==> src/rtl/core/fas_pkg.sv <==
// Types, codes and constants of the frame animation sequencer.
package fas_pkg;

  localparam int TIME_BITS     = 32;
  localparam int MAX_FRAMES    = 256;
  localparam int FRAME_BITS    = 8;
  localparam int COUNT_BITS    = 9;
  localparam int INTERVAL_BITS = 16;
  localparam int DELTA_BITS    = 16;
  localparam int CFG_BITS      = 16;
  localparam int STEP_BITS     = 6;

  localparam logic [TIME_BITS-1:0]  TIME_MAX  = {TIME_BITS{1'b1}};
  localparam logic [COUNT_BITS-1:0] CNT_LIMIT =
    COUNT_BITS'((MAX_FRAMES < 256) ? MAX_FRAMES : 256);

  typedef enum logic [1:0] {
    REQ_TICK  = 2'd0,
    REQ_PLAY  = 2'd1,
    REQ_PAUSE = 2'd2,
    REQ_SET   = 2'd3
  } req_type_e;

  typedef enum logic [1:0] {
    MODE_PAUSED   = 2'd0,
    MODE_PLAYING  = 2'd1,
    MODE_COOLDOWN = 2'd2,
    MODE_ENDED    = 2'd3
  } mode_e;

  typedef enum logic [1:0] {
    CFG_INTERVAL = 2'd0,
    CFG_COUNT    = 2'd1,
    CFG_LOOP     = 2'd2,
    CFG_COOLDOWN = 2'd3
  } cfg_idx_e;

  typedef struct packed {
    logic                     start;
    logic [TIME_BITS-1:0]     dividend;
    logic [INTERVAL_BITS-1:0] divisor;
    logic [STEP_BITS-1:0]     steps;
  } div_req_t;

  typedef struct packed {
    logic                     done;
    logic [TIME_BITS-1:0]     quotient;
    logic [INTERVAL_BITS-1:0] remainder;
  } div_rsp_t;

endpackage

==> src/rtl/core/frame_animation_sequencer.sv <==
// Frame animation sequencer top level: request decoding, state and result register.
// Each request yields one result. Play, pause, set-frame and ticks outside the playing
// state pass through the execute and emit states, where the result is registered. A tick
// while playing runs the shared one-bit-per-cycle divider for the frame advance; a
// looping overrun adds a 32-step pass for the advance modulo the frame count and a
// 9-step pass for the wrap. A full output register adds the cycles until its result is taken.
// The block takes one request at a time and accepts the next as soon as the previous
// result sits in the output register.
module frame_animation_sequencer (
  input  logic        clk_i,
  input  logic        rst_ni,
  input  logic        s_axis_tvalid,
  output logic        s_axis_tready,
  input  logic [55:0] s_axis_tdata,  // frame_select[7:0], now_ms[39:8], delta_ms[55:40]
  input  logic [1:0]  s_axis_tuser,  // req_type[1:0]
  output logic        m_axis_tvalid,
  input  logic        m_axis_tready,
  output logic [7:0]  m_axis_tdata,  // current_frame[7:0]
  output logic [2:0]  m_axis_tuser,  // anim_state[1:0], frame_error[2]
  input  logic        cfg_valid,
  output logic        cfg_ready,
  input  logic [1:0]  cfg_addr,
  input  logic [15:0] cfg_data
);

  localparam logic [2:0] S_IDLE = 3'd0;
  localparam logic [2:0] S_EXEC = 3'd1;
  localparam logic [2:0] S_DIVQ = 3'd2;
  localparam logic [2:0] S_DIVM = 3'd3;
  localparam logic [2:0] S_DIVW = 3'd4;
  localparam logic [2:0] S_EMIT = 3'd5;

  localparam int TB = fas_pkg::TIME_BITS;
  localparam int CB = fas_pkg::COUNT_BITS;
  localparam int FB = fas_pkg::FRAME_BITS;

  logic [2:0]                        state_q, state_d;
  fas_pkg::req_type_e                req_q, req_d;
  logic [FB-1:0]                     sel_q, sel_d;
  logic [TB-1:0]                     now_q, now_d;
  logic [fas_pkg::DELTA_BITS-1:0]    delta_q, delta_d;
  logic [fas_pkg::INTERVAL_BITS-1:0] interval_q, interval_d;
  logic [CB-1:0]                     count_q, count_d;
  logic                              loop_q, loop_d;
  logic [fas_pkg::INTERVAL_BITS-1:0] cooldown_q, cooldown_d;
  fas_pkg::mode_e                    mode_q, mode_d;
  logic [FB-1:0]                     idx_q, idx_d;
  logic [TB-1:0]                     acc_q, acc_d;
  logic [TB-1:0]                     cd_end_q, cd_end_d;
  logic                              was_set_q, was_set_d;
  logic                              err_q, err_d;
  logic                              ovalid_q, ovalid_d;
  logic [FB-1:0]                     ofr_q, ofr_d;
  logic [1:0]                        ostate_q, ostate_d;
  logic                              oerr_q, oerr_d;

  logic [CB-1:0]                     eff_cnt;
  logic [fas_pkg::INTERVAL_BITS-1:0] eff_iv;
  logic [TB:0]                       acc_sum;
  logic [TB-1:0]                     acc_sat;
  logic [TB:0]                       cd_sum;
  logic [TB-1:0]                     cd_sat;
  logic [CB-1:0]                     room;
  logic                              in_range;
  logic                              restart;
  logic [FB-1:0]                     play_idx;
  logic                              play_set;
  logic [CB-1:0]                     wsum;
  logic [TB-1:0]                     quo;
  fas_pkg::div_req_t                 div_req;
  fas_pkg::div_rsp_t                 div_rsp;

  fas_div u_div (
    .clk_i  (clk_i),
    .rst_ni (rst_ni),
    .req_i  (div_req),
    .rsp_o  (div_rsp)
  );

  assign eff_cnt  = (count_q == '0) ? CB'(1) :
                    ((count_q > fas_pkg::CNT_LIMIT) ? fas_pkg::CNT_LIMIT : count_q);
  assign eff_iv   = (interval_q == '0) ? fas_pkg::INTERVAL_BITS'(1) : interval_q;
  assign acc_sum  = {1'b0, acc_q} + (TB+1)'(delta_q);
  assign acc_sat  = acc_sum[TB] ? fas_pkg::TIME_MAX : acc_sum[TB-1:0];
  assign cd_sum   = {1'b0, now_q} + (TB+1)'(cooldown_q);
  assign cd_sat   = cd_sum[TB] ? fas_pkg::TIME_MAX : cd_sum[TB-1:0];
  assign quo      = div_rsp.quotient;
  assign room     = eff_cnt - {1'b0, idx_q};
  assign in_range = ({1'b0, idx_q} < eff_cnt) && (quo < TB'(room));
  assign restart  = (mode_q == fas_pkg::MODE_ENDED) || (mode_q == fas_pkg::MODE_COOLDOWN);
  assign play_idx = (restart && !was_set_q) ? '0 : idx_q;
  assign play_set = restart ? 1'b0 : was_set_q;
  assign wsum     = {1'b0, idx_q} + {1'b0, div_rsp.remainder[FB-1:0]};

  always_comb begin
    state_d    = state_q;
    req_d      = req_q;
    sel_d      = sel_q;
    now_d      = now_q;
    delta_d    = delta_q;
    interval_d = interval_q;
    count_d    = count_q;
    loop_d     = loop_q;
    cooldown_d = cooldown_q;
    mode_d     = mode_q;
    idx_d      = idx_q;
    acc_d      = acc_q;
    cd_end_d   = cd_end_q;
    was_set_d  = was_set_q;
    err_d      = err_q;
    ovalid_d   = ovalid_q;
    ofr_d      = ofr_q;
    ostate_d   = ostate_q;
    oerr_d     = oerr_q;
    div_req    = '0;

    if (cfg_valid) begin
      unique case (cfg_addr)
        fas_pkg::CFG_INTERVAL: interval_d = cfg_data;
        fas_pkg::CFG_COUNT:    count_d    = cfg_data[CB-1:0];
        fas_pkg::CFG_LOOP:     loop_d     = cfg_data[0];
        fas_pkg::CFG_COOLDOWN: cooldown_d = cfg_data;
      endcase
    end

    if (m_axis_tready) begin
      ovalid_d = 1'b0;
    end

    unique case (state_q)
      S_IDLE: begin
        if (s_axis_tvalid) begin
          req_d   = fas_pkg::req_type_e'(s_axis_tuser);
          sel_d   = s_axis_tdata[7:0];
          now_d   = s_axis_tdata[39:8];
          delta_d = s_axis_tdata[55:40];
          err_d   = 1'b0;
          state_d = S_EXEC;
        end
      end
      S_EXEC: begin
        state_d = S_EMIT;
        unique case (req_q)
          fas_pkg::REQ_TICK: begin
            if (mode_q == fas_pkg::MODE_PLAYING) begin
              acc_d            = acc_sat;
              div_req.start    = 1'b1;
              div_req.dividend = acc_sat;
              div_req.divisor  = eff_iv;
              div_req.steps    = fas_pkg::STEP_BITS'(TB);
              state_d          = S_DIVQ;
            end else if (mode_q == fas_pkg::MODE_COOLDOWN && now_q >= cd_end_q) begin
              idx_d     = play_idx;
              was_set_d = play_set;
              mode_d    = fas_pkg::MODE_PLAYING;
            end
          end
          fas_pkg::REQ_PLAY: begin
            idx_d     = play_idx;
            was_set_d = play_set;
            mode_d    = fas_pkg::MODE_PLAYING;
          end
          fas_pkg::REQ_PAUSE: begin
            if (mode_q == fas_pkg::MODE_PLAYING || mode_q == fas_pkg::MODE_COOLDOWN) begin
              mode_d = fas_pkg::MODE_PAUSED;
            end
          end
          fas_pkg::REQ_SET: begin
            if ({1'b0, sel_q} >= eff_cnt) begin
              err_d = 1'b1;
            end else begin
              idx_d = sel_q;
              if (restart) begin
                was_set_d = 1'b1;
              end
            end
          end
        endcase
      end
      S_DIVQ: begin
        if (div_rsp.done) begin
          state_d = S_EMIT;
          if (quo != '0) begin
            acc_d = '0;
            if (in_range) begin
              idx_d = idx_q + quo[FB-1:0];
            end else if (loop_q) begin
              cd_end_d         = cd_sat;
              mode_d           = fas_pkg::MODE_COOLDOWN;
              div_req.start    = 1'b1;
              div_req.dividend = quo;
              div_req.divisor  = fas_pkg::INTERVAL_BITS'(eff_cnt);
              div_req.steps    = fas_pkg::STEP_BITS'(TB);
              state_d          = S_DIVM;
            end else begin
              mode_d = fas_pkg::MODE_ENDED;
              idx_d  = FB'(eff_cnt - CB'(1));
            end
          end
        end
      end
      S_DIVM: begin
        if (div_rsp.done) begin
          div_req.start    = 1'b1;
          div_req.dividend = {wsum, {(TB-CB){1'b0}}};
          div_req.divisor  = fas_pkg::INTERVAL_BITS'(eff_cnt);
          div_req.steps    = fas_pkg::STEP_BITS'(CB);
          state_d          = S_DIVW;
        end
      end
      S_DIVW: begin
        if (div_rsp.done) begin
          idx_d   = div_rsp.remainder[FB-1:0];
          state_d = S_EMIT;
        end
      end
      S_EMIT: begin
        if (!ovalid_q || m_axis_tready) begin
          ovalid_d = 1'b1;
          ofr_d    = idx_q;
          ostate_d = mode_q;
          oerr_d   = err_q;
          state_d  = S_IDLE;
        end
      end
      default: begin
        state_d = S_IDLE;
      end
    endcase
  end

  always_ff @(posedge clk_i or negedge rst_ni) begin
    if (!rst_ni) begin
      state_q    <= S_IDLE;
      interval_q <= fas_pkg::INTERVAL_BITS'(100);
      count_q    <= CB'(1);
      loop_q     <= 1'b1;
      cooldown_q <= '0;
      mode_q     <= fas_pkg::MODE_PAUSED;
      idx_q      <= '0;
      acc_q      <= '0;
      cd_end_q   <= '0;
      was_set_q  <= 1'b0;
      ovalid_q   <= 1'b0;
    end else begin
      state_q    <= state_d;
      interval_q <= interval_d;
      count_q    <= count_d;
      loop_q     <= loop_d;
      cooldown_q <= cooldown_d;
      mode_q     <= mode_d;
      idx_q      <= idx_d;
      acc_q      <= acc_d;
      cd_end_q   <= cd_end_d;
      was_set_q  <= was_set_d;
      ovalid_q   <= ovalid_d;
    end
  end

  always_ff @(posedge clk_i) begin
    req_q    <= req_d;
    sel_q    <= sel_d;
    now_q    <= now_d;
    delta_q  <= delta_d;
    err_q    <= err_d;
    ofr_q    <= ofr_d;
    ostate_q <= ostate_d;
    oerr_q   <= oerr_d;
  end

  assign s_axis_tready = (state_q == S_IDLE);
  assign m_axis_tvalid = ovalid_q;
  assign m_axis_tdata  = ofr_q;
  assign m_axis_tuser  = {oerr_q, ostate_q};
  assign cfg_ready     = 1'b1;

endmodule

==> src/rtl/core/fas_div.sv <==
// Restoring divider that retires one quotient bit per cycle.
module fas_div (
  input  logic              clk_i,
  input  logic              rst_ni,
  input  fas_pkg::div_req_t req_i,
  output fas_pkg::div_rsp_t rsp_o
);

  logic                              busy_q, busy_d;
  logic                              done_q, done_d;
  logic [fas_pkg::STEP_BITS-1:0]     cnt_q, cnt_d;
  logic [fas_pkg::TIME_BITS-1:0]     dvd_q, dvd_d;
  logic [fas_pkg::TIME_BITS-1:0]     quo_q, quo_d;
  logic [fas_pkg::INTERVAL_BITS-1:0] rem_q, rem_d;
  logic [fas_pkg::INTERVAL_BITS-1:0] dvs_q, dvs_d;
  logic [fas_pkg::INTERVAL_BITS:0]   trial;
  logic [fas_pkg::INTERVAL_BITS:0]   diff;
  logic                              fits;

  assign trial = {rem_q, dvd_q[fas_pkg::TIME_BITS-1]};
  assign diff  = trial - {1'b0, dvs_q};
  assign fits  = trial >= {1'b0, dvs_q};

  always_comb begin
    busy_d = busy_q;
    done_d = 1'b0;
    cnt_d  = cnt_q;
    dvd_d  = dvd_q;
    quo_d  = quo_q;
    rem_d  = rem_q;
    dvs_d  = dvs_q;
    if (req_i.start) begin
      busy_d = 1'b1;
      cnt_d  = req_i.steps;
      dvd_d  = req_i.dividend;
      dvs_d  = req_i.divisor;
      quo_d  = '0;
      rem_d  = '0;
    end else if (busy_q) begin
      dvd_d = {dvd_q[fas_pkg::TIME_BITS-2:0], 1'b0};
      quo_d = {quo_q[fas_pkg::TIME_BITS-2:0], fits};
      rem_d = fits ? diff[fas_pkg::INTERVAL_BITS-1:0] : trial[fas_pkg::INTERVAL_BITS-1:0];
      cnt_d = cnt_q - fas_pkg::STEP_BITS'(1);
      if (cnt_q == fas_pkg::STEP_BITS'(1)) begin
        busy_d = 1'b0;
        done_d = 1'b1;
      end
    end
  end

  always_ff @(posedge clk_i or negedge rst_ni) begin
    if (!rst_ni) begin
      busy_q <= 1'b0;
      done_q <= 1'b0;
      cnt_q  <= '0;
    end else begin
      busy_q <= busy_d;
      done_q <= done_d;
      cnt_q  <= cnt_d;
    end
  end

  always_ff @(posedge clk_i) begin
    dvd_q <= dvd_d;
    quo_q <= quo_d;
    rem_q <= rem_d;
    dvs_q <= dvs_d;
  end

  assign rsp_o.done      = done_q;
  assign rsp_o.quotient  = quo_q;
  assign rsp_o.remainder = rem_q;

endmodule

==> config.mk <==
export PLATFORM = sky130hd
export DESIGN_NAME = frame_animation_sequencer
export DESIGN_NICKNAME = d
export VERILOG_FILES = /design/src/rtl/core/fas_pkg.sv /design/src/rtl/core/frame_animation_sequencer.sv /design/src/rtl/core/fas_div.sv
export SDC_FILE = /design/constraint.sdc
export NUM_CORES = 1
export LEC_CHECK = 0
export BUFFER_PORTS_ARGS = -buffer_cell sky130_fd_sc_hd__buf_2
export CAP_MARGIN = 20
export CORE_UTILIZATION = 45
export DETAILED_ROUTE_END_ITERATION = 8
export PLACE_DENSITY = 0.75
export SLEW_MARGIN = 25
export SYNTH_ARGS = -nofsm -noshare
export SYNTH_HDL_FRONTEND = slang
export SYNTH_SLANG_ARGS = --single-unit
==> constraint.sdc <==
create_clock -name clk_i -period 5.1 [get_ports clk_i]
set_clock_uncertainty 0.15 [all_clocks]
set_input_delay 0.765 -clock clk_i [delete_from_list [all_inputs] [get_ports clk_i]]
set_output_delay 0.765 -clock clk_i [all_outputs]
set_load 0.05 [all_outputs]
**After elaboration in Yosys (flattened, before gate mapping)**

Cells that the tools add are included.

- Bits in registers: 295
- Input bits: 81
- Output and inout port bits: 14
- Logic and storage cells: 183

- Add/sub/neg operators: 8
- Magnitude comparators: 6
- Equal/unequal tests: 37
- Muxes and demuxes: 73
- Bitwise operators: 1
- Reduce and logical (&&, ||, !) cells: 32

Operators by type and width:

| kind | count |
|---|---|
| 2-to-1 mux 55 bit | 7 |
| 2-to-1 mux 32 bit | 8 |
| one-hot mux 55 bit (3 select lines) | 1 |
| 2-to-1 mux 8 bit | 9 |
| adder 32 x 16 -> 33 bit | 2 |
| one-hot mux 32 bit (2 select lines) | 1 |
| one-hot mux 8 bit (3 select lines) | 2 |
| greater-or-equal comparator 32 bit | 1 |
| < comparator 32 x 9 -> 1 bit | 1 |
| 2-to-1 mux 16 bit | 2 |
| nonzero test 32 bit | 1 |
| 2-to-1 mux 3 bit | 10 |
| != test 2 bit (second input constant) | 11 |
| 2-to-1 mux 1 bit | 18 |
| 2-to-1 mux 9 bit | 2 |
| one-hot mux 3 bit (6 select lines) | 1 |
| greater-or-equal comparator 17 x 16 -> 1 bit | 1 |
| zero test 16 bit | 1 |
| subtractor 16 bit | 1 |
| != test 3 bit (second input constant) | 5 |
| AND reduction 5 bit | 3 |
| == test 2 bit (second input constant) | 6 |
| 2-to-1 mux 2 bit | 6 |
| 2-to-1 mux 6 bit | 2 |
| 34 further kinds | 55 |

**Logic depth before layout (Yosys ltp)**

Gate-level depths: netlist (run 1).

- Depth after elaboration: 11
- Mapped depth: 22
- Depth with buffers taken out: 20

**Hierarchy**

Synthesis (run 1) repeated with hierarchy kept, for this count alone.

- Cell total of the unflattened synthesis: 1666
- Area total of the unflattened synthesis: 17290.3 µm²

By module, submodules not included:

| module | instances | cells an instance | area each (µm²) | seq. area each (µm²) |
|---|---|---|---|---|
| frame_animation_sequencer | 1 | 1212 | 12239.2 | 5136.2 |
| fas_div | 1 | 454 | 5051.1 | 2602.5 |

**Least setup slack after synthesis (run 1)**

OpenSTA, ideal clock, no wires.

- Path kind: reg-to-reg
- Start point: register count_q[6]
- End point: register u_div.dvd_q[0] in the netlist's numbering (enable)
- Arrival time: 4.539 ns
- Slack: 0.022 ns
- Stages on the path, launching flop included: 21
- Buffers on the path: 2
- Cells stage by stage: dfrtp_1 > or4_1 > nor4_1 > o21ai_0 > ha_1 > inv_1 > fa_1 > maj3_1 > a21oi_1 > o21bai_1 > a21oi_1 > o21ai_0 > xnor2_1 > ha_1 > o211ai_1 > a211o_1 > a21o_1 > o21a_1 > buf_6 > clkbuf_1 > nand2_1

- Cells in the longest elaborated chain, start to end: 11
- Elaborated cells on any way between the ends: 13
- Classes of those cells: add/sub (1); order compare (3); mux (6); reduce/logical (3)

Ends and longest elaborated chain:

| element | line | RTL |
|---|---|---|
| start: declaration | frame_animation_sequencer.sv:43 | `logic [CB-1:0] count_q, count_d;` |
| start signal: assignment | frame_animation_sequencer.sv:248 | `count_q <= count_d;` |
| greater-than comparator 9 bit | frame_animation_sequencer.sv:81 | `((count_q > fas_pkg::CNT_LIMIT) ? fas_pkg::CNT_LIMIT : count_q);` |
| 2-to-1 mux 9 bit | frame_animation_sequencer.sv:81 |  |
| 2-to-1 mux 9 bit * | frame_animation_sequencer.sv:80 | `assign eff_cnt = (count_q == '0) ? CB'(1) :` |
| subtractor 9 x 8 -> 9 bit | frame_animation_sequencer.sv:88 | `assign room = eff_cnt - {1'b0, idx_q};` |
| < comparator 32 x 9 -> 1 bit | frame_animation_sequencer.sv:89 | `assign in_range = ({1'b0, idx_q} < eff_cnt) && (quo < TB'(room));` |
| logical AND 1 bit * | frame_animation_sequencer.sv:89 |  |
| 2-to-1 mux 55 bit * | frame_animation_sequencer.sv:185 | `if (in_range) begin` |
| 2-to-1 mux 55 bit * | frame_animation_sequencer.sv:183 | `if (quo != '0) begin` |
| 2-to-1 mux 55 bit * | frame_animation_sequencer.sv:181 | `if (div_rsp.done) begin` |
| one-hot mux 55 bit (3 select lines) * | frame_animation_sequencer.sv:130 | `unique case (state_q)` |
| nonzero test 2 bit (no line) * | - |  |
| end signal: assignment | fas_div.sv:64 | `dvd_q <= dvd_d;` |
| end: declaration | fas_div.sv:12 | `logic [fas_pkg::TIME_BITS-1:0] dvd_q, dvd_d;` |

Every way passes the cells marked *; elsewhere a longest branch is shown, timed or not.
A chain may end at the register's enable or synchronous reset.

**Worst setup path after layout (run 1)**

- Start point: register count_q[6]
- End point: register u_div.dvd_q[15] in the netlist's numbering, data pin

- Cells in the longest elaborated chain, start to end: 11
- Elaborated cells on any way between the ends: 13
- Classes of those cells: add/sub (1); order compare (3); mux (7); reduce/logical (2)

Ends and longest elaborated chain:

| element | line | RTL |
|---|---|---|
| greater-than comparator 9 bit | frame_animation_sequencer.sv:81 |  |
| 2-to-1 mux 9 bit | frame_animation_sequencer.sv:81 |  |
| 2-to-1 mux 9 bit * | frame_animation_sequencer.sv:80 |  |
| subtractor 9 x 8 -> 9 bit | frame_animation_sequencer.sv:88 |  |
| < comparator 32 x 9 -> 1 bit | frame_animation_sequencer.sv:89 |  |
| logical AND 1 bit * | frame_animation_sequencer.sv:89 |  |
| 2-to-1 mux 55 bit * | frame_animation_sequencer.sv:185 |  |
| 2-to-1 mux 55 bit * | frame_animation_sequencer.sv:183 |  |
| 2-to-1 mux 55 bit * | frame_animation_sequencer.sv:181 |  |
| one-hot mux 55 bit (3 select lines) * | frame_animation_sequencer.sv:130 |  |
| 2-to-1 mux 32 bit * | fas_div.sv:32 | `if (req_i.start) begin` |
| via u_div.dvd_d (one bit) | fas_div.sv:12 |  |

The timed path passes the listed nets; every way through them passes the cells marked *.

==> flow_summary.json, run 1 <==
{
  "placed_cells": 2124,
  "r2r_end": "u_div.dvd_q[15]$_DFFE_PP_",
  "postRouteAntennaNets": 0,
  "postSynthAreaPerCell_um2": 10.54,
  "gp_congestion": 0.9742,
  "switching_share_pct": 38.69,
  "vias": 12846,
  "num_rows": 70,
  "diodes": 0,
  "synth_area_leader_cell": "edfxtp_1",
  "rr_worst_depth": 19,
  "cts_sinks": 295,
  "period_minus_slack_ps": 4807,
  "ys_types": 91,
  "cp.arrival_ps": 4960,
  "finalWirelength_um": 40060,
  "area_growth_pct": 12.14,
  "cts_max_level": 1,
  "antenna_found_initial": 0,
  "p_sw_mw": 4.175,
  "outcome": "finished clean",
  "drtIter0Drc": 1051,
  "finalNetCount": 1900,
  "path_max_fanout": 21,
  "p_int_mw": 6.616,
  "tns_ps": 0,
  "post_cts_resized": 0,
  "start_kind": "register",
  "drive_gt1_share_pct": 14.82,
  "grt_pass1_wl_um": 65180,
  "rsz0062_at_grt": "no",
  "worstMarginPinSlew_ps": 1067,
  "cap_violations": 0,
  "cts.clk_slew.worst_paths_ps": 60,
  "ys.flop_type": "dfrtp_1",
  "reg2reg_slack_ps": 290,
  "die_w_um": 195.8,
  "fin_util_pct": 51.51,
  "overflow": 0,
  "stdcell_count": 2182,
  "critPathKind": "reg2reg",
  "timing_hold_violations_final": 0,
  "clkPwrFrac_pct": 22.0,
  "final_cell_area_mm2": 0.01895,
  "rr_startpoint": "count_q[6]$_DFFE_PN0P_",
  "post_drt_wl_per_cell_um": 18.36,
  "vdd_drop_max_uv": 334.5,
  "synth_cells": 1603,
  "ys_ff_latch": 295,
  "postCtsHoldBufs": 0,
  "seqPwrFrac_pct": 35.6,
  "pin_count": 95,
  "vias_per_cell": 5.887,
  "synth_area_leaders": "edfxtp_1, dfrtp_1, ha_1",
  "drc_errors": 0,
  "synth-async-reset-ratio_pct": 43.73,
  "die_y_um": 195.8,
  "power_density_mw_per_mm2": 569.6,
  "post_cts_buffers": 0,
  "power_leakage_nw": 8.352,
  "hp-class": "in2async",
  "fin_crit_sh_pct": 94.25,
  "cts_tree": "yes",
  "grt_usage_pct": 21.01,
  "end_kind": "register",
  "fillCellCount": 3187,
  "ys_warn_count": 0,
  "relSlewSlack_pct": 28.74,
  "yosysSeqAreaShare_pct": 45.80,
  "port_buffers": 93,
  "finalSetupViolCount": 0,
  "syn_area_mm2": 0.01690,
  "drv_slew": 0,
  "drtPass1Iterations": 6,
  "initial_utilization_pct": 45.93,
  "grt_max_degree": 79,
  "root_buffer": "clkbuf_16",
  "max_clock_freq_mhz": 208.0,
  "synth_top_area_share_pct": 20.97,
  "cts_made_buffers": 31,
  "synth_fp_nets": 1814,
  "die_area_mm2": 0.03833,
  "core_area_mm2": 0.03679,
  "synth_common_cells": "dfrtp_1, ha_1, edfxtp_1",
  "hpwl_um": 29610,
  "synth_enable_flop_cells": 118,
  "max-clock-path-buffers": 3,
  "grt_pass1_vias": 12483,
  "crit_required_ps": 5260,
  "clk_latency_ps": 580,
  "postPlaceCellArea_mm2": 0.01787,
  "comb_power_share_pct": 42.4
}
==> layout by cell type (no fill, tap or decap), drive strengths merged, types with 10 or more instances in the layout <==
cell and n:
a22oi 31, nor2 108, and3 16, and2 12, mux2i 63, clkinv 12
or2 10, a221o 19, dfxtp 48, buf 115, nand2 88, inv 104
a211oi 19, nor4 17, nor3 31, o21ai 74, nor2b 17, a21o 53
o211ai 15, xnor2 47, or3 11, xor2 33, mux2 45, ha 124
a31oi 14, nand2b 16, nand4 19, o21a 11, dfrtp 124, a21oi 104
nand3 32, edfxtp 118, clkbuf 37
==> metrics by stage <==
| stage | setup WS (ps) | hold WS [ps] | power (mW) |
|---|---|---|---|
| floorplan | 21.54 | 250.3 | 7.231 |
| global placement | 361.2 | 258.6 | 8.185 |
| detailed placement | 258.5 | 257.2 | 8.375 |
| CTS | 208.6 | 122.9 | 10.78 |
| global route | 53.10 | 155.7 | 11.50 |
| finish | 293.0 | 92.91 | 10.79 |
==> state kept, by name (all words and copies together), names as in the netlist, 32 cells and up <==
signal       count
acc_q           32
u_div.dvd_q     32
now_q           32
cd_end_q        32
u_div.quo_q     32
==> critical path, stage by stage, from the launching register on <==
cell and delay [ps]:
dfrtp_1 380, or4_1 150, nor4_1 50, o21ai_0 230, ha_1 220, inv_1 60, fa_1 410, maj3_1 380
a21oi_2 180, o21bai_1 80, a21oi_1 200, xor2_1 220, ha_1 230, o21a_1 140, o211ai_1 80, a211o_1 300
a21o_1 190, o21a_2 310, buf_4 240, a221o_1 330
==> metal layers <==
layer	vias to the layer above	GRT usage, %	share of wire [%]
li1	6119	-	-
met1	6270	29.09	45
met2	379	34.62	47
met3	78	2.304	5.4
met4	0	6.597	3.0
met5	-	0	0
==> worst max-delay path by stage <==
stage / start / to / slack (ps) / cells past startpoint
detailed placement: count_q[6]$_DFFE_PN0P_ / u_div.dvd_q[8]$_DFFE_PP_ / 260 / 19
floorplan: count_q[6]$_DFFE_PN0P_ / u_div.dvd_q[0]$_SDFFCE_PN0P_ / 20 / 20
global route: count_q[6]$_DFFE_PN0P_ / u_div.dvd_q[15]$_DFFE_PP_ / 50 / 19
CTS: count_q[6]$_DFFE_PN0P_ / u_div.dvd_q[15]$_DFFE_PP_ / 210 / 19
finish: count_q[6]$_DFFE_PN0P_ / u_div.dvd_q[15]$_DFFE_PP_ / 290 / 19
global placement: count_q[7]$_DFFE_PN0P_ / u_div.dvd_q[3]$_DFFE_PP_ / 360 / 19
==> area by class of cell <==
| class | count | area, um^2 | share of cell area, % |
|---|---|---|---|
| clock buffers | 37 | 798.3 | 4.213 |
| flip-flops and latches | 295 | 7740 | 40.85 |
| inverters | 104 | 390.4 | 2.060 |
| well taps | 468 | 585.6 | 3.091 |
| repair buffers | 115 | 661.9 | 3.493 |
| clock inverters | 21 | 271.5 | 1.433 |
| multi-input cells | 1142 | 8499 | 44.86 |
==> power by group through the flow <==
| stage | combinational [mW] | sequential [mW] | clock (mW) |
|---|---|---|---|
| 2_1_floorplan | 3.53 | 3.70 | 0 |
| 3_3_place_gp | 4.33 | 3.85 | 0 |
| 3_5_place_dp | 4.51 | 3.87 | 0 |
| 4_1_cts | 4.54 | 3.83 | 2.41 |
| 5_1_grt | 5.08 | 3.92 | 2.50 |
| 6_report | 4.57 | 3.84 | 2.37 |
==> kinds of logic after synthesis <==
family / Yosys count / share of synthesized area [%]
compound gates: 419 / 17.28
xor+xnor: 80 / 4.147
buf+inv: 166 / 4.088
mux: 108 / 6.731
other cells: 1 / 0.02219
simple gates: 403 / 11.98
flops: 295 / 45.80
fa+ha+maj: 131 / 9.953
No activity file was read; power rests on OpenSTA's default activity.
==> run 2: changes to the inputs <==
--- a/config.mk
+++ b/config.mk
@@ -8,9 +8,11 @@
 export BUFFER_PORTS_ARGS = -buffer_cell sky130_fd_sc_hd__buf_2
 export CAP_MARGIN = 20
 export CORE_UTILIZATION = 45
+export CTS_BUF_LIST = sky130_fd_sc_hd__clkbuf_4
 export DETAILED_ROUTE_END_ITERATION = 8
 export PLACE_DENSITY = 0.75
 export SLEW_MARGIN = 25
 export SYNTH_ARGS = -nofsm -noshare
 export SYNTH_HDL_FRONTEND = slang
+export SYNTH_HIERARCHICAL = 1
 export SYNTH_SLANG_ARGS = --single-unit
==> flow_summary.json, run 2 <==
{
  "finalSetupViolCount": 0,
  "max_clock_freq_mhz": 207.1,
  "synth_enable_flop_cells": 118,
  "post_drt_wl_per_cell_um": 17.80,
  "ys_warn_count": 6,
  "overflow": 0,
  "drtIter0Drc": 953,
  "cts_sinks": 295,
  "mostFrequentLayoutCells": "ha_1, dfrtp_1, nor2_1, clkbuf_4, edfxtp_1",
  "cp.arrival_ps": 5370,
  "crit_chain": "nor4_4 > a21oi_2 > or2_2 > ha_1 > inv_1 > fa_1 > a21o_1 > a21oi_2 > o21bai_1 > a21oi_2 > o21ai_1 > xor2_1 > ha_1 > o21ai_0 > nor2_1 > nor2_2 > nand4_4 > and3_4 > nor2_4 > nand2_8 > buf_4 > or3b_2 > o31a_1 > o21ai_1",
  "antenna_found_initial": 1,
  "crit_required_ps": 5640,
  "fin_crit_sh_pct": 94.68,
  "period_minus_slack_ps": 4828,
  "power_leakage_nw": 8.972,
  "num_rows": 71,
  "drtPass1Iterations": 6,
  "max_stage_delay_ps": 440,
  "grt_usage_pct": 22.69,
  "postSynthAreaPerCell_um2": 10.38,
  "critPathKind": "reg2reg",
  "regArea_mm2": 0.007740,
  "synth-async-reset-ratio_pct": 43.73,
  "multi_input_area_mm2": 0.008934,
  "power_density_mw_per_mm2": 608.4,
  "slowest_stage": "or3b_2",
  "outcome": "finished clean",
  "finalNetCount": 2060,
  "critical_path_buf_inv_count": 2,
  "power_mw": 12.10,
  "die_y_um": 198.0,
  "synth_area_leaders": "edfxtp_1, dfrtp_1, ha_1",
  "ys_types": 90,
  "ys.flop_type": "dfrtp_1",
  "synth.most_common_cell": "ha_1",
  "port_buffers": 93,
  "drive_gt1_share_pct": 20.85,
  "synth_cells": 1666,
  "cts_made_buffers": 78,
  "worstMarginPinSlew_ps": 912.9,
  "hp-class": "in2reg",
  "path_max_fanout": 11,
  "gp_congestion": 0.9224,
  "die_w_um": 198.0,
  "timing_hold_violations_final": 0,
  "max-clock-path-buffers": 3,
  "finalWirelength_um": 43190,
  "path_delay_family": "simple AND/OR/NAND/NOR gates",
  "hpwl_um": 30820,
  "synth_area_leader_cell": "edfxtp_1",
  "vdd_drop_max_uv": 354.9,
  "clk_latency_ps": 760,
  "pin_count": 95,
  "yosysSeqAreaShare_pct": 44.76,
  "final_common_cell": "ha_1",
  "die_area_mm2": 0.03921,
  "cap_violations": 0,
  "cp_common_cell": "a21oi_2",
  "postRouteAntennaNets": 0,
  "start_kind": "register",
  "drv_slew": 0,
  "drc_errors": 0,
  "ys_ff_latch": 295,
  "relSlewSlack_pct": 39.14,
  "initial_utilization_pct": 45.80,
  "vias": 13602,
  "grt_max_degree": 94,
  "holdWs_ps": 52.29,
  "grt_pass1_wl_um": 70250,
  "fillCellCount": 3316,
  "cts_max_level": 3,
  "synth_top_area_share_pct": 20.49,
  "grt_pass1_vias": 13658,
  "syn_area_mm2": 0.01729,
  "area_growth_pct": 15.05,
  "vias_per_cell": 5.604,
  "cts.clk_slew.worst_paths_ps": 70,
  "root_buffer": "clkbuf_4",
  "core_area_mm2": 0.03776,
  "end_kind": "register",
  "synth_common_cells": "ha_1, dfrtp_1, nor2_1",
  "cts_tree": "yes"
}
==> run 2: cell count changes in the layout (fill, tap and decap cells not counted), moves of 20 or more <==
cell,change
clkbuf_16,-31
nand2_1,+28
clkbuf_4,+119
dlygate4sd3_1,+38
o21ai_0,+27
mux2_2,+34
a22oi_2,+20
==> run 2: what timing repair did <==
item | CTS | global route
gates resized for setup | 0 | 9
buffers inserted | 0 | 1
hold buffers | 38 | 0
endpoints found under the hold margin | 112 | 0
setup endpoints to repair | 0 | 125
==> run 2: cell families (layout without fill, tap and decap cells) <==
logic type                 after synthesis  count (layout)  synth area share (%)
and+or+nand+nor                        455             456                 13.32
muxes                                  123             123                 7.692
adders and majority gates              131             131                 9.740
other                                    2               6               0.04343
xor gates and xnor gates                81              81                 4.103
buffers and inverters                  168             413                 4.226
AOI/OAI and AO/OA                      411             411                 16.12
DFF                                    295             295                 44.76
==> run 2: final timing paths <==
kind	startpoint	endpoint	slack, ps	cells after the start
worst max-delay path	count_q[3]$_DFFE_PN0P_	u_div/rem_q[14]$_SDFFE_PP0P_	270	24
worst min-delay path	s_axis_tdata[16]	now_q[8]$_DFFE_PP_	50	1
worst max register to register	count_q[3]$_DFFE_PN0P_	u_div/rem_q[14]$_SDFFE_PP0P_	270	24
worst min register to register	err_q$_DFFE_PP_	oerr_q$_DFFE_PP_	270	0
max in group asynchronous	rst_ni	acc_q[18]$_DFFE_PN0P_	3160	3
min in group asynchronous	rst_ni	cd_end_q[11]$_DFFE_PN0P_	530	2
==> run 2: where the power goes <==
| part | internal, mW | switching (mW) | total (mW) |
|---|---|---|---|
| logic | 2.53 | 3.38 | 5.91 |
| registers | 3.39 | 0.667 | 4.05 |
| clock network | 1.12 | 1.02 | 2.14 |
| total | 7.04 | 5.07 | 12.1 |
==> run 2: area by class of cell <==
type | count | area share, %
inverters | 103 | 1.969
clock inverters | 27 | 0.6667
clock buffers | 119 | 4.491
repair buffers | 164 | 5.818
well taps | 511 | 3.214
flip-flops and latches | 295 | 38.91
diodes | 2 | 0.02516
multi-input cells | 1206 | 44.91
==> run 2: stage by stage <==
| stage | instances | util, % | TNS (ps) | worst slack [ps] | instance area, um^2 |
|---|---|---|---|---|---|
| finish | 2427 | 52.69 | 0 | 271.5 | 19890 |
| global route | 2427 | 52.69 | -47.99 | -47.99 | 19890 |
| CTS | 2423 | 52.52 | 0 | 42.66 | 19830 |
| detailed placement | 2239 | 48.80 | 0 | 116.8 | 18420 |
| global placement | 2239 | 48.78 | 0 | 252.1 | 18420 |
| floorplan | 1668 | - | 0 | 13.73 | 17360 |
==> run 2: metal layers <==
layer / wire length, um / vias to the layer above / share of wire [%] / GRT usage (%)
li1: - / 6497 / - / -
met1: 19130 / 6582 / 44 / 29.82
met2: 20310 / 438 / 47 / 37.09
met3: 2656 / 85 / 6.1 / 3.849
met4: 1095 / 0 / 2.5 / 9.216
met5: 0 / - / 0 / 0
